File: config.mk
export PLATFORM = sky130hd
export DESIGN_NAME = delta_zigzag_varint_record_encoder
export DESIGN_NICKNAME = d
export VERILOG_FILES = /design/src/rtl/dzv_pkg.sv /design/src/rtl/dzv_delta_unit.sv /design/src/rtl/delta_zigzag_varint_record_encoder.sv
export VERILOG_INCLUDE_DIRS = /design/src /design/src/rtl
export SDC_FILE = /design/constraint.sdc
export NUM_CORES = 1
export LEC_CHECK = 0
export BUFFER_PORTS_ARGS = -buffer_cell sky130_fd_sc_hd__buf_2
export CAP_MARGIN = 20
export CORE_MARGIN = 2
export CORE_UTILIZATION = 33
export DETAILED_ROUTE_END_ITERATION = 8
export GPL_ROUTABILITY_DRIVEN = 0
export PLACE_DENSITY = 0.56
export SYNTH_ARGS = -nofsm -noshare
export SYNTH_HDL_FRONTEND = slang
export SYNTH_HIERARCHICAL = 1
export SYNTH_SLANG_ARGS = --single-unit
File: constraint.sdc
create_clock -name clock -period 51.3 [get_ports clock]
set_clock_uncertainty 0.2 [all_clocks]
set_input_delay 5.13 -clock clock [delete_from_list [all_inputs] [get_ports clock]]
set_output_delay 5.13 -clock clock [all_outputs]
set_load 0.02 [all_outputs]
File: src/rtl/delta_zigzag_varint_record_encoder_macros.svh
// ---------------------------------------------------------------------------
// Assertion macros for the record encoder
// Concurrent checks on the rising clock with a synchronous reset disable.
// ---------------------------------------------------------------------------
`ifndef DELTA_ZIGZAG_VARINT_RECORD_ENCODER_MACROS_SVH
`define DELTA_ZIGZAG_VARINT_RECORD_ENCODER_MACROS_SVH

`ifndef NO_ASSERTIONS
// Check prop at every edge outside reset.
`define DZV_ASSERT(lbl, clk, rst, prop) \
   lbl: assert property (@(posedge clk) disable iff (rst) (prop)) \
      else $error("dzv assertion failed");
// Check cons in the cycle after ante.
`define DZV_ASSERT_NEXT(lbl, clk, rst, ante, cons) \
   lbl: assert property (@(posedge clk) disable iff (rst) (ante) |=> (cons)) \
      else $error("dzv assertion failed");
`else
`define DZV_ASSERT(lbl, clk, rst, prop)
`define DZV_ASSERT_NEXT(lbl, clk, rst, ante, cons)
`endif

`endif

File: src/rtl/dzv_pkg.sv
// ---------------------------------------------------------------------------
// dzv_pkg
// Shared constants, result codes and helpers of the record encoder.
// ---------------------------------------------------------------------------
package dzv_pkg;

   localparam int FIELDS         = 3;
   localparam int PAYLOAD_BUDGET = 4080;

   localparam int WORD_W    = 64;
   localparam int FIELD_NUM = 3;
   localparam int FLD_W     = $clog2(FIELD_NUM);
   localparam int MAX_LEN   = 10 * FIELDS;
   localparam int LEN_W     = $clog2(MAX_LEN + 1);
   localparam int CNT_W     = $clog2(PAYLOAD_BUDGET + 1);
   localparam int SUM_W     = CNT_W + 1;
   localparam int OUT_CNT_W = 12;

   typedef logic [1:0]        status_type;
   typedef logic [WORD_W-1:0] word_type;

   localparam status_type ST_BYTE    = 2'd0;
   localparam status_type ST_REJECT  = 2'd1;
   localparam status_type ST_NEWPAGE = 2'd2;

   // Low bits of a count as carried on the result channel.
   function automatic logic [OUT_CNT_W-1:0] out_count(input logic [CNT_W-1:0] cnt);
      logic [31:0] wide;
      wide = 32'(cnt);
      return wide[OUT_CNT_W-1:0];
   endfunction

endpackage

File: src/rtl/dzv_delta_unit.sv
// ---------------------------------------------------------------------------
// dzv_delta_unit
// Shared field coder: wrapping difference and zigzag map, or raw value.
// ---------------------------------------------------------------------------
module dzv_delta_unit (
   input  dzv_pkg::word_type cur,
   input  dzv_pkg::word_type prev,
   input  logic              use_delta,
   output dzv_pkg::word_type value
);

   dzv_pkg::word_type diff;

   assign diff  = cur - prev;
   // zigzag: shift left one, flip every bit when negative
   assign value = use_delta ? ({diff[dzv_pkg::WORD_W-2:0], 1'b0} ^ {dzv_pkg::WORD_W{diff[dzv_pkg::WORD_W-1]}})
                            : cur;

endmodule

File: src/rtl/delta_zigzag_varint_record_encoder.sv
// ---------------------------------------------------------------------------
// delta_zigzag_varint_record_encoder
// Record encoder: per-field delta, zigzag map and LEB128 varint bytes.
// ---------------------------------------------------------------------------
// Takes one item at a time. A new-page item yields a single acknowledge
// result. An append item is worked by one shared delta/zigzag unit and a
// 64-bit work register shifted right by seven bits: after the accept a
// sizing pass loads each field and counts its encoded bytes, a check state
// tests the page budget, then an emit pass loads each field and sends its
// bytes, waiting while the result side stalls. A rejected record gives one
// result with status 1 and changes nothing. Results leave through a single
// output register; an item is taken only while the sequencer is idle and
// that register is empty or being read in the same cycle.
// There is no clearing pass after reset; previous field values are only
// read once a record has been accepted on the page.
// ---------------------------------------------------------------------------
`include "delta_zigzag_varint_record_encoder_macros.svh"

module delta_zigzag_varint_record_encoder (
   input  logic                           clock,
   input  logic                           reset,
   input  logic                           req_valid,
   output logic                           req_stall,
   input  logic                           req_kind,
   input  logic [63:0]                    req_field_a,
   input  logic [63:0]                    req_field_b,
   input  logic [63:0]                    req_field_c,
   output logic                           rsp_valid,
   input  logic                           rsp_stall,
   output logic [7:0]                     rsp_out_byte,
   output logic [1:0]                     rsp_status,
   output logic                           rsp_last,
   output logic [11:0]                    rsp_records_on_page,
   output logic [11:0]                    rsp_payload_used
);

   // sequencer states
   localparam logic [2:0] S_IDLE  = 3'd0;  // wait for an item
   localparam logic [2:0] S_LOAD  = 3'd1;  // size pass: code one field
   localparam logic [2:0] S_COUNT = 3'd2;  // size pass: count its bytes
   localparam logic [2:0] S_CHECK = 3'd3;  // budget test and commit
   localparam logic [2:0] S_ELOAD = 3'd4;  // emit pass: code one field
   localparam logic [2:0] S_EMIT  = 3'd5;  // emit pass: one byte a cycle unless stalled

   localparam logic [dzv_pkg::FLD_W-1:0] LAST_FLD = dzv_pkg::FLD_W'(dzv_pkg::FIELDS - 1);
   localparam logic [dzv_pkg::SUM_W-1:0] BUDGET   = dzv_pkg::SUM_W'(dzv_pkg::PAYLOAD_BUDGET);

   logic [2:0]                      state_ff, state_in;
   dzv_pkg::word_type               rec_ff  [dzv_pkg::FIELD_NUM];
   dzv_pkg::word_type               rec_in  [dzv_pkg::FIELD_NUM];
   dzv_pkg::word_type               prev_ff [dzv_pkg::FIELD_NUM];
   dzv_pkg::word_type               prev_in [dzv_pkg::FIELD_NUM];
   logic                            have_prev_ff, have_prev_in;
   logic [dzv_pkg::CNT_W-1:0]       pay_ff, pay_in;
   logic [dzv_pkg::CNT_W-1:0]       nrec_ff, nrec_in;
   logic [dzv_pkg::FLD_W-1:0]       fld_ff, fld_in;
   logic [dzv_pkg::LEN_W-1:0]       len_ff, len_in;
   dzv_pkg::word_type               work_ff, work_in;

   logic                            rsp_valid_ff, rsp_valid_in;
   logic [7:0]                      byte_ff, byte_in;
   dzv_pkg::status_type             status_ff, status_in;
   logic                            last_ff, last_in;
   logic [11:0]                     orec_ff, orec_in;
   logic [11:0]                     opay_ff, opay_in;

   dzv_pkg::word_type               unit_value;
   logic                            out_free;
   logic                            more;
   logic [dzv_pkg::SUM_W-1:0]       sum;

   dzv_delta_unit u_delta (
      .cur       (rec_ff[fld_ff]),
      .prev      (prev_ff[fld_ff]),
      .use_delta (have_prev_ff),
      .value     (unit_value)
   );

   // output register can take a new result this cycle
   assign out_free  = !rsp_valid_ff || !rsp_stall;
   assign more      = |work_ff[dzv_pkg::WORD_W-1:7];
   assign sum       = dzv_pkg::SUM_W'(pay_ff) + dzv_pkg::SUM_W'(len_ff);
   assign req_stall = !((state_ff == S_IDLE) && out_free);

   always_comb begin
      state_in     = state_ff;
      rec_in       = rec_ff;
      prev_in      = prev_ff;
      have_prev_in = have_prev_ff;
      pay_in       = pay_ff;
      nrec_in      = nrec_ff;
      fld_in       = fld_ff;
      len_in       = len_ff;
      work_in      = work_ff;
      // drop the held result once taken
      rsp_valid_in = rsp_valid_ff && rsp_stall;
      byte_in      = byte_ff;
      status_in    = status_ff;
      last_in      = last_ff;
      orec_in      = orec_ff;
      opay_in      = opay_ff;

      case (state_ff)
         S_IDLE: begin
            if (req_valid && out_free) begin
               if (req_kind) begin
                  // empty the page and acknowledge at once
                  have_prev_in = 1'b0;
                  pay_in       = '0;
                  nrec_in      = '0;
                  rsp_valid_in = 1'b1;
                  byte_in      = 8'd0;
                  status_in    = dzv_pkg::ST_NEWPAGE;
                  last_in      = 1'b1;
                  orec_in      = 12'd0;
                  opay_in      = 12'd0;
               end else begin
                  rec_in[0] = req_field_a;
                  rec_in[1] = req_field_b;
                  rec_in[2] = req_field_c;
                  fld_in    = '0;
                  len_in    = '0;
                  state_in  = S_LOAD;
               end
            end
         end
         S_LOAD: begin
            work_in  = unit_value;
            state_in = S_COUNT;
         end
         S_COUNT: begin
            len_in = len_ff + 1'b1;
            if (!more) begin
               if (fld_ff == LAST_FLD) begin
                  state_in = S_CHECK;
               end else begin
                  fld_in   = fld_ff + 1'b1;
                  state_in = S_LOAD;
               end
            end else begin
               work_in = work_ff >> 7;
            end
         end
         S_CHECK: begin
            if (sum > BUDGET) begin
               // reject: one result, state untouched
               if (out_free) begin
                  rsp_valid_in = 1'b1;
                  byte_in      = 8'd0;
                  status_in    = dzv_pkg::ST_REJECT;
                  last_in      = 1'b1;
                  orec_in      = dzv_pkg::out_count(nrec_ff);
                  opay_in      = dzv_pkg::out_count(pay_ff);
                  state_in     = S_IDLE;
               end
            end else begin
               // commit counts now; previous record advances after last byte
               pay_in   = sum[dzv_pkg::CNT_W-1:0];
               nrec_in  = nrec_ff + 1'b1;
               fld_in   = '0;
               state_in = S_ELOAD;
            end
         end
         S_ELOAD: begin
            work_in  = unit_value;
            state_in = S_EMIT;
         end
         S_EMIT: begin
            if (out_free) begin
               rsp_valid_in = 1'b1;
               byte_in      = {more, work_ff[6:0]};
               status_in    = dzv_pkg::ST_BYTE;
               last_in      = !more && (fld_ff == LAST_FLD);
               orec_in      = dzv_pkg::out_count(nrec_ff);
               opay_in      = dzv_pkg::out_count(pay_ff);
               if (more) begin
                  work_in = work_ff >> 7;
               end else if (fld_ff == LAST_FLD) begin
                  prev_in      = rec_ff;
                  have_prev_in = 1'b1;
                  state_in     = S_IDLE;
               end else begin
                  fld_in   = fld_ff + 1'b1;
                  state_in = S_ELOAD;
               end
            end
         end
         default: begin
            state_in = S_IDLE;
         end
      endcase
   end

   always_ff @(posedge clock) begin
      if (reset) begin
         state_ff     <= S_IDLE;
         have_prev_ff <= 1'b0;
         pay_ff       <= '0;
         nrec_ff      <= '0;
         rsp_valid_ff <= 1'b0;
      end else begin
         state_ff     <= state_in;
         have_prev_ff <= have_prev_in;
         pay_ff       <= pay_in;
         nrec_ff      <= nrec_in;
         rsp_valid_ff <= rsp_valid_in;
      end
   end

   // payload registers, no reset
   always_ff @(posedge clock) begin
      rec_ff    <= rec_in;
      prev_ff   <= prev_in;
      fld_ff    <= fld_in;
      len_ff    <= len_in;
      work_ff   <= work_in;
      byte_ff   <= byte_in;
      status_ff <= status_in;
      last_ff   <= last_in;
      orec_ff   <= orec_in;
      opay_ff   <= opay_in;
   end

   assign rsp_valid           = rsp_valid_ff;
   assign rsp_out_byte        = byte_ff;
   assign rsp_status          = status_ff;
   assign rsp_last            = last_ff;
   assign rsp_records_on_page = orec_ff;
   assign rsp_payload_used    = opay_ff;

   `DZV_ASSERT(a_busy_stalls, clock, reset, (state_ff != S_IDLE) |-> req_stall)
   `DZV_ASSERT(a_len_bound, clock, reset,
      (state_ff == S_CHECK) |-> (len_ff <= dzv_pkg::LEN_W'(dzv_pkg::MAX_LEN)))
   `DZV_ASSERT(a_pay_bound, clock, reset,
      dzv_pkg::SUM_W'(pay_ff) <= BUDGET)
   `DZV_ASSERT(a_ctrl_is_last, clock, reset,
      (rsp_valid_ff && (status_ff != dzv_pkg::ST_BYTE)) |-> last_ff)
   `DZV_ASSERT_NEXT(a_commit_on_last, clock, reset,
      (state_ff == S_EMIT) && out_free && !more && (fld_ff == LAST_FLD),
      have_prev_ff && (state_ff == S_IDLE))

endmodule

==> impl_metrics.yaml, run 1 <==
cts:
  h-tree-depth: 2
  cts_inserted_buffers: 57
  clock_sinks: 519
  cts_setup_buffers: 0
  cts_tree: "yes"
  ctsLongestPathBuffers: 3
  ctsHoldBuffers: 0
  clockRootBuffer: "clkbuf_16"
  clk_latency_ns: 0.61
  ctsResizeCount: 0
  cts.clk_slew.worst_paths_ns: 0.06
detailed_routing:
  drc_errors: 0
  vias: 17400
  drt_iter0_drc: 1258
  via_per_inst: 4.96
  first_pass_iters: 6
  wire_per_inst_um: 17.6
  totalWireLength_mm: 61.4
  ant_nets: 0
yosys:
  synthCells: 2207
  yosysTopAreaCellShare: 0.568
  yosys_warnings: 6
  yosys.area.top_type: "edfxtp_1"
  async_flop_share: 0
  synth_area_um2: 25900
  synthesis.area_per_instance_um2: 11.7
  ys_ff_latch: 519
  yosysSeqAreaShare: 0.590
  syn-num-nets: 2478
  synth_cell_types: 84
  synth_edf_count: 490
  synth_area_leaders: "edfxtp_1 (57%), mux2i_1 (5.2%), nand2_1 (3.8%), a21oi_1 (3.6%), o21ai_0 (3.6%)"
  synth_ff_type: "edfxtp_1"
job:
  drv_cap: 0
power:
  p_switching_mw: 0.993
  p_int_mw: 1.35
  power.density_nw_per_um2: 78.2
  power_frac_comb: 0.566
  ir_drop_uv: 89.8
  leakage_nw: 10.9
  power.share.switching: 0.424
  clkPwrFrac: 0.174
  power_mw: 2.34
  p_seq_frac: 0.261
timing:
  finalHoldViolations: 0
  period_share: 0.227
  relSlewSlack: 0.317
  rsz0062_at_grt: "false"
  fmax_ghz: 0.0859
  drv_slew: 0
  tns_ns: 0
  finalCriticalPeriod_ns: 11.64
  finalSetupViolCount: 0
  tightest_slew_ns: 1.02
floorplan:
  io_pins: 234
  rows: 102
  initial_core_util: 0.334
  die_x_um: 284
  core_um2: 77600
  die_y_um: 284
  die_area_um2: 80800
cells_and_area:
  nets: 2679
  final_cell_mix: "edfxtp_1 (490), nand2_1 (263), buf_2 (233)"
  final_common_cell: "edfxtp_1"
  areaGrowthSynthToFinish_pct: 15.7
  drive_above_1_share: 0.177
worst_hold_path:
  hold_class: "reg2reg"
  holdPathStages: 0
  hold_start: "rec_ff[123]$_DFFE_PP_"
  hold_end: "prev_ff[123]$_DFFE_PP_"
critical_path:
  cp_max_fo: 29
  worstReg2RegEnd: "work_ff[42]$_DFFE_PP_"
  path_class: "in2out"
  endpoint_kind: "output port"
  required_ns: 45.97
  r2r_cells: 18
  startpoint_type: "input port"
  r2r_slack_ns: 43.95
  crit-reg2reg-launch: "fld_ff[1]$_SDFFCE_PN0P_"
  arrival_ns: 6.31
global_route:
  overflow: 0
  grt_max_degree: 78
  first_global_vias: 17700
  grt_pass1_wl_mm: 97.6
  grt_util_all_layers: 0.149
  antenna_found_initial: 2
run_status:
  outcome: "finished clean"
placed_design:
  place_hpwl_mm: 43.8
  placement.io_buffers: 233
[Yosys cell counts (3+ instances only)]
| cell type | number |
|---|---|
| a311oi_1 | 5 |
| o41ai_1 | 4 |
| buf_4 | 6 |
| o211ai_1 | 7 |
| dfxtp_1 | 29 |
| mux2i_1 | 134 |
| clkbuf_1 | 86 |
| xnor3_1 | 4 |
| a21boi_0 | 3 |
| ha_1 | 72 |
| a2bb2oi_1 | 3 |
| a211oi_1 | 5 |
| xor2_1 | 31 |
| a21o_1 | 22 |
| inv_1 | 89 |
| a21oi_1 | 185 |
| buf_2 | 13 |
| nand4_1 | 25 |
| nand2_1 | 263 |
| nor2_1 | 138 |
| a31oi_1 | 14 |
| o31ai_1 | 9 |
| a22oi_1 | 4 |
| xnor2_1 | 90 |
| o21a_1 | 14 |
| edfxtp_1 | 490 |
| a22o_1 | 3 |
| nand3_1 | 33 |
| or2_2 | 3 |
| nor2b_1 | 6 |
| o21bai_1 | 18 |
| o21ai_0 | 184 |
| nor4_1 | 15 |
| nor3_1 | 18 |
| nand2b_1 | 13 |
| and3_1 | 21 |
| and2_1 | 17 |
| and4_1 | 3 |
| buf_1 | 3 |
| or3_1 | 7 |
| mux2_2 | 60 |
[metal layers]
| layer | wire length [µm] | global-route usage |
|---|---|---|
| met2 | 29100 | 0.251 |
| met4 | 1360 | 0.0386 |
| met3 | 2770 | 0.0234 |
| met1 | 28100 | 0.201 |
| met5 | 10 | 0 |
[kinds of logic (layout without fill, tap and decap cells)]
logic type | after synthesis | count (layout) | synth area share
flip-flops | 519 | 519 | 0.590
adder cells (fa/ha/maj) | 74 | 74 | 0.0363
XOR/XNOR | 127 | 127 | 0.0465
other | 0 | 2 | 0
AO/OA/AOI/OAI | 517 | 517 | 0.118
AND/OR/NAND/NOR | 573 | 573 | 0.0991
buffers and inverters | 203 | 453 | 0.0320
multiplexers | 194 | 194 | 0.0778
[how the worst max path moves through the flow]
stage	start	to	slack, ns	depth (start not counted)
after floorplan	rsp_stall	prev_ff[0]$_DFFE_PP_	31.53	3
after detailed placement	rsp_stall	req_stall	39.63	4
final	rsp_stall	req_stall	39.66	4
after CTS	rsp_stall	req_stall	39.62	4
after global routing	rsp_stall	req_stall	39.53	4
after global placement	rsp_stall	req_stall	39.68	4
[power groups by stage]
stage / registers, mW / logic, mW / clock network (mW)
floorplan: 0.625 / 1.03 / 0
global placement: 0.620 / 1.30 / 0
detailed placement: 0.621 / 1.32 / 0
CTS: 0.613 / 1.33 / 0.420
global route: 0.620 / 1.46 / 0.435
finish: 0.611 / 1.33 / 0.407
[worst max-delay path: stages]
cell     delay (ns)
buf_2          0.11
nand2_1        0.68
nand2_1        0.18
buf_2          0.21
[area by class of cell]
type | instances | area (µm²)
timing repair buffer | 255 | 1330
clock buffer | 69 | 1520
clock inverter | 39 | 355
multi-input combinational | 1485 | 9840
inverter | 90 | 338
tap | 1040 | 1300
antenna | 2 | 5.00
sequential | 519 | 15300
fill | 7558 | 47600
[stage by stage]
| step | instance area [µm²] | hold WS (ns) | worst slack (ns) | cells | utilization |
|---|---|---|---|---|---|
| after floorplan | 25900 | 0.226 | 31.53 | 2207 | - |
| after global placement | 28100 | 0.230 | 39.68 | 3389 | 0.362 |
| after detailed placement | 28100 | 0.233 | 39.63 | 3389 | 0.362 |
| after CTS | 30000 | 0.248 | 39.62 | 3497 | 0.386 |
| after global routing | 30000 | 0.255 | 39.53 | 3497 | 0.386 |
| final | 30000 | 0.245 | 39.66 | 3499 | 0.387 |
[state kept, by name, indices dropped and copies added (netlist names)]
signal / flops
rsp_payload_used: 12
rsp_valid: 1
rsp_records_on_page: 12
work_ff: 64
nrec_ff: 12
rsp_out_byte: 8
rsp_status: 2
fld_ff: 2
rsp_last: 1
rec_ff: 192
prev_ff: 192
state_ff: 3
pay_ff: 12
have_prev_ff: 1
len_ff: 5
Power figures use the tool's default switching activity.
==> run 2, diff against run 1 <==
--- a/config.mk
+++ b/config.mk
@@ -6,6 +6,7 @@
 export SDC_FILE = /design/constraint.sdc
 export NUM_CORES = 1
 export LEC_CHECK = 0
+export ABC_AREA = 1
 export BUFFER_PORTS_ARGS = -buffer_cell sky130_fd_sc_hd__buf_2
 export CAP_MARGIN = 20
 export CORE_MARGIN = 2
==> constraint.sdc (replaced) <==
create_clock -name clock -period 11.4 [get_ports clock]
set_clock_uncertainty 0.2 [all_clocks]
set_input_delay 1.14 -clock clock [delete_from_list [all_inputs] [get_ports clock]]
set_output_delay 1.14 -clock clock [all_outputs]
set_load 0.02 [all_outputs]
==> run 2 against run 1 <==
Routed wire length is 33% higher. Combinational power rose by 100%. Register-to-register slack got worse by 39 ns. Synthesized area rose by 11%. Non-clock buffer count fell by 4.
==> impl_metrics.yaml, run 2 <==
placed_design:
  dp_slack_ns: 5.46
  place_hpwl_mm: 60.3
  placement.io_buffers: 233
critical_path:
  arrival_ns: 6.24
  startpoint_type: "flop"
  required_ns: 11.56
  endpoint_kind: "flop"
  cp_max_fo: 130
  path_class: "reg2reg"
floorplan:
  die_y_um: 300
  die_x_um: 300
  core_um2: 86800
  rows: 108
  initial_core_util: 0.333
  io_pins: 234
  die_area_um2: 89900
yosys:
  yosys_warnings: 6
  synth_cell_types: 44
  synthesis.area_per_instance_um2: 8.40
  synth_common_cells: "nand2_1 (1,032), inv_1 (503), edfxtp_1 (490), o21ai_0 (302), nor2_1 (284)"
  async_flop_share: 0
  yosys.area.top_type: "edfxtp_1"
  ys_ff_latch: 519
  synth_area_um2: 28900
  syn-num-nets: 3709
  synth_edf_count: 490
  synthCells: 3438
  synth_area_leaders: "edfxtp_1 (51%), nand2_1 (13%), inv_1 (6.5%), o21ai_0 (5.2%), nand3_1 (4.5%)"
  yosysSeqAreaShare: 0.529
  synth_ff_type: "edfxtp_1"
  synthMostInstantiatedCell: "nand2_1"
  yosysTopAreaCellShare: 0.509
cells_and_area:
  final_common_cell: "nand2_1"
  fillCellCount: 8964
  drive_above_1_share: 0.130
  antenna_cells: 0
  biggestRegsByFlops: "prev_ff: 192 flops, rec_ff: 192 flops, work_ff: 64 flops"
  nets: 3900
  areaGrowthSynthToFinish_pct: 14.8
  final_cell_mix: "nand2_1 (1,032), inv_1 (501), edfxtp_1 (490)"
cts:
  ctsHoldBuffers: 0
  h-tree-depth: 2
  cts.clk_slew.worst_paths_ns: 0.06
  ctsLongestPathBuffers: 3
  cts_setup_buffers: 0
  clk_latency_ns: 0.65
  clockRootBuffer: "clkbuf_16"
  clock_sinks: 519
  cts_tree: "yes"
  ctsResizeCount: 0
  cts_inserted_buffers: 59
power:
  ir_drop_uv: 107
  leakage_nw: 14.5
  power.density_nw_per_um2: 213
timing:
  fmax_ghz: 0.165
  period_share: 0.533
  finalCriticalPeriod_ns: 6.07
  timing.final.ws_setup_ns: 5.33
  relSlewSlack: 0.313
  rsz0062_at_grt: "false"
  tightest_slew_ns: 1.03
  drv_slew: 0
  finalSetupViolCount: 0
  tns_ns: 0
  finalHoldViolations: 0
detailed_routing:
  wire_per_inst_um: 16.9
  first_pass_iters: 6
  ant_nets: 0
  via_per_inst: 4.78
  vias: 23100
  drt_iter0_drc: 1826
  totalWireLength_mm: 81.8
  drc_errors: 0
global_route:
  grt_util_all_layers: 0.180
  first_global_vias: 22200
  overflow: 0
  grt_max_degree: 131
  grt_pass1_wl_mm: 127
  antenna_found_initial: 0
worst_hold_path:
  hold_class: "reg2reg"
job:
  drv_cap: 0
run_status:
  outcome: "finished clean"
run 2: critical path: stages (launching register included):
cell and delay [ns]:
edfxtp_1 0.41, buf_12 0.27, clkinv_2 0.34, buf_4 0.49, buf_4 0.53, o21ai_0 0.18, o21ai_0 0.38, ha_1 0.31
nand2_1 0.12, nor2_1 0.36, nand2_1 0.18, clkinv_1 0.13, nand2_1 0.06, nand2_1 0.07, inv_1 0.05, nand2_2 0.13
nand2_2 0.10, nand2_2 0.09, nand2_4 0.07, nand2_8 0.21, nand2_4 0.35, nand2_1 0.18, o21ai_2 0.06, mux2_2 0.27
run 2: path summary, 6_finish.rpt:
path	from	endpoint	slack [ns]	depth (start not counted)
worst min register to register	rec_ff[174]$_DFFE_PP_	prev_ff[174]$_DFFE_PP_	0.24	0
worst min-delay path	rec_ff[174]$_DFFE_PP_	prev_ff[174]$_DFFE_PP_	0.24	0
worst max register to register	fld_ff[1]$_SDFFCE_PN0P_	work_ff[15]$_DFFE_PP_	5.33	23
worst max-delay path	fld_ff[1]$_SDFFCE_PN0P_	work_ff[15]$_DFFE_PP_	5.33	23
run 2: logic make-up after synthesis:
logic type,share of synthesized area
flops,0.529
simple gates,0.245
mux,0.0160
compound gates,0.0805
fa+ha+maj,0.0326
xor+xnor,0.0100
buf+inv,0.0864
run 2: metrics by stage:
stage               total power [mW]  instance area (µm²)  instances  hold WS (ns)   util
floorplan                       4.35                28900       3438         0.221      -
global placement                5.10                31200       4723         0.229  0.359
detailed placement              5.11                31200       4723         0.229  0.359
CTS                             7.11                33200       4831         0.244  0.382
global route                    7.53                33200       4831         0.257  0.382
finish                          7.05                33200       4831         0.243  0.382
run 2: layout make-up:
| cell class | instances | area, µm² | area share |
|---|---|---|---|
| Multi-Input combinational cell | 2280 | 11100 | 0.336 |
| Clock buffer | 70 | 1580 | 0.0477 |
| Inverter | 518 | 1950 | 0.0589 |
| Sequential cell | 519 | 15300 | 0.461 |
| Tap cell | 1155 | 1450 | 0.0436 |
| Clock inverter | 38 | 414 | 0.0125 |
| Timing Repair Buffer | 251 | 1330 | 0.0400 |
run 2: layer usage:
layer / vias to the layer above / share of wire / track usage
met5: - / 0 / 0
met1: 10700 / 0.45 / 0.240
met4: 0 / 0.036 / 0.0651
met2: 599 / 0.47 / 0.299
met3: 149 / 0.048 / 0.0238
li1: 11600 / - / -
run 2: report_power, final:
part	leakage [nW]	total, mW	internal, mW	switching, mW
sequential	4.75	2.39	2.30	0.0857
combinational	8.81	2.71	0.818	1.89
clock	0.952	1.95	1.13	0.818
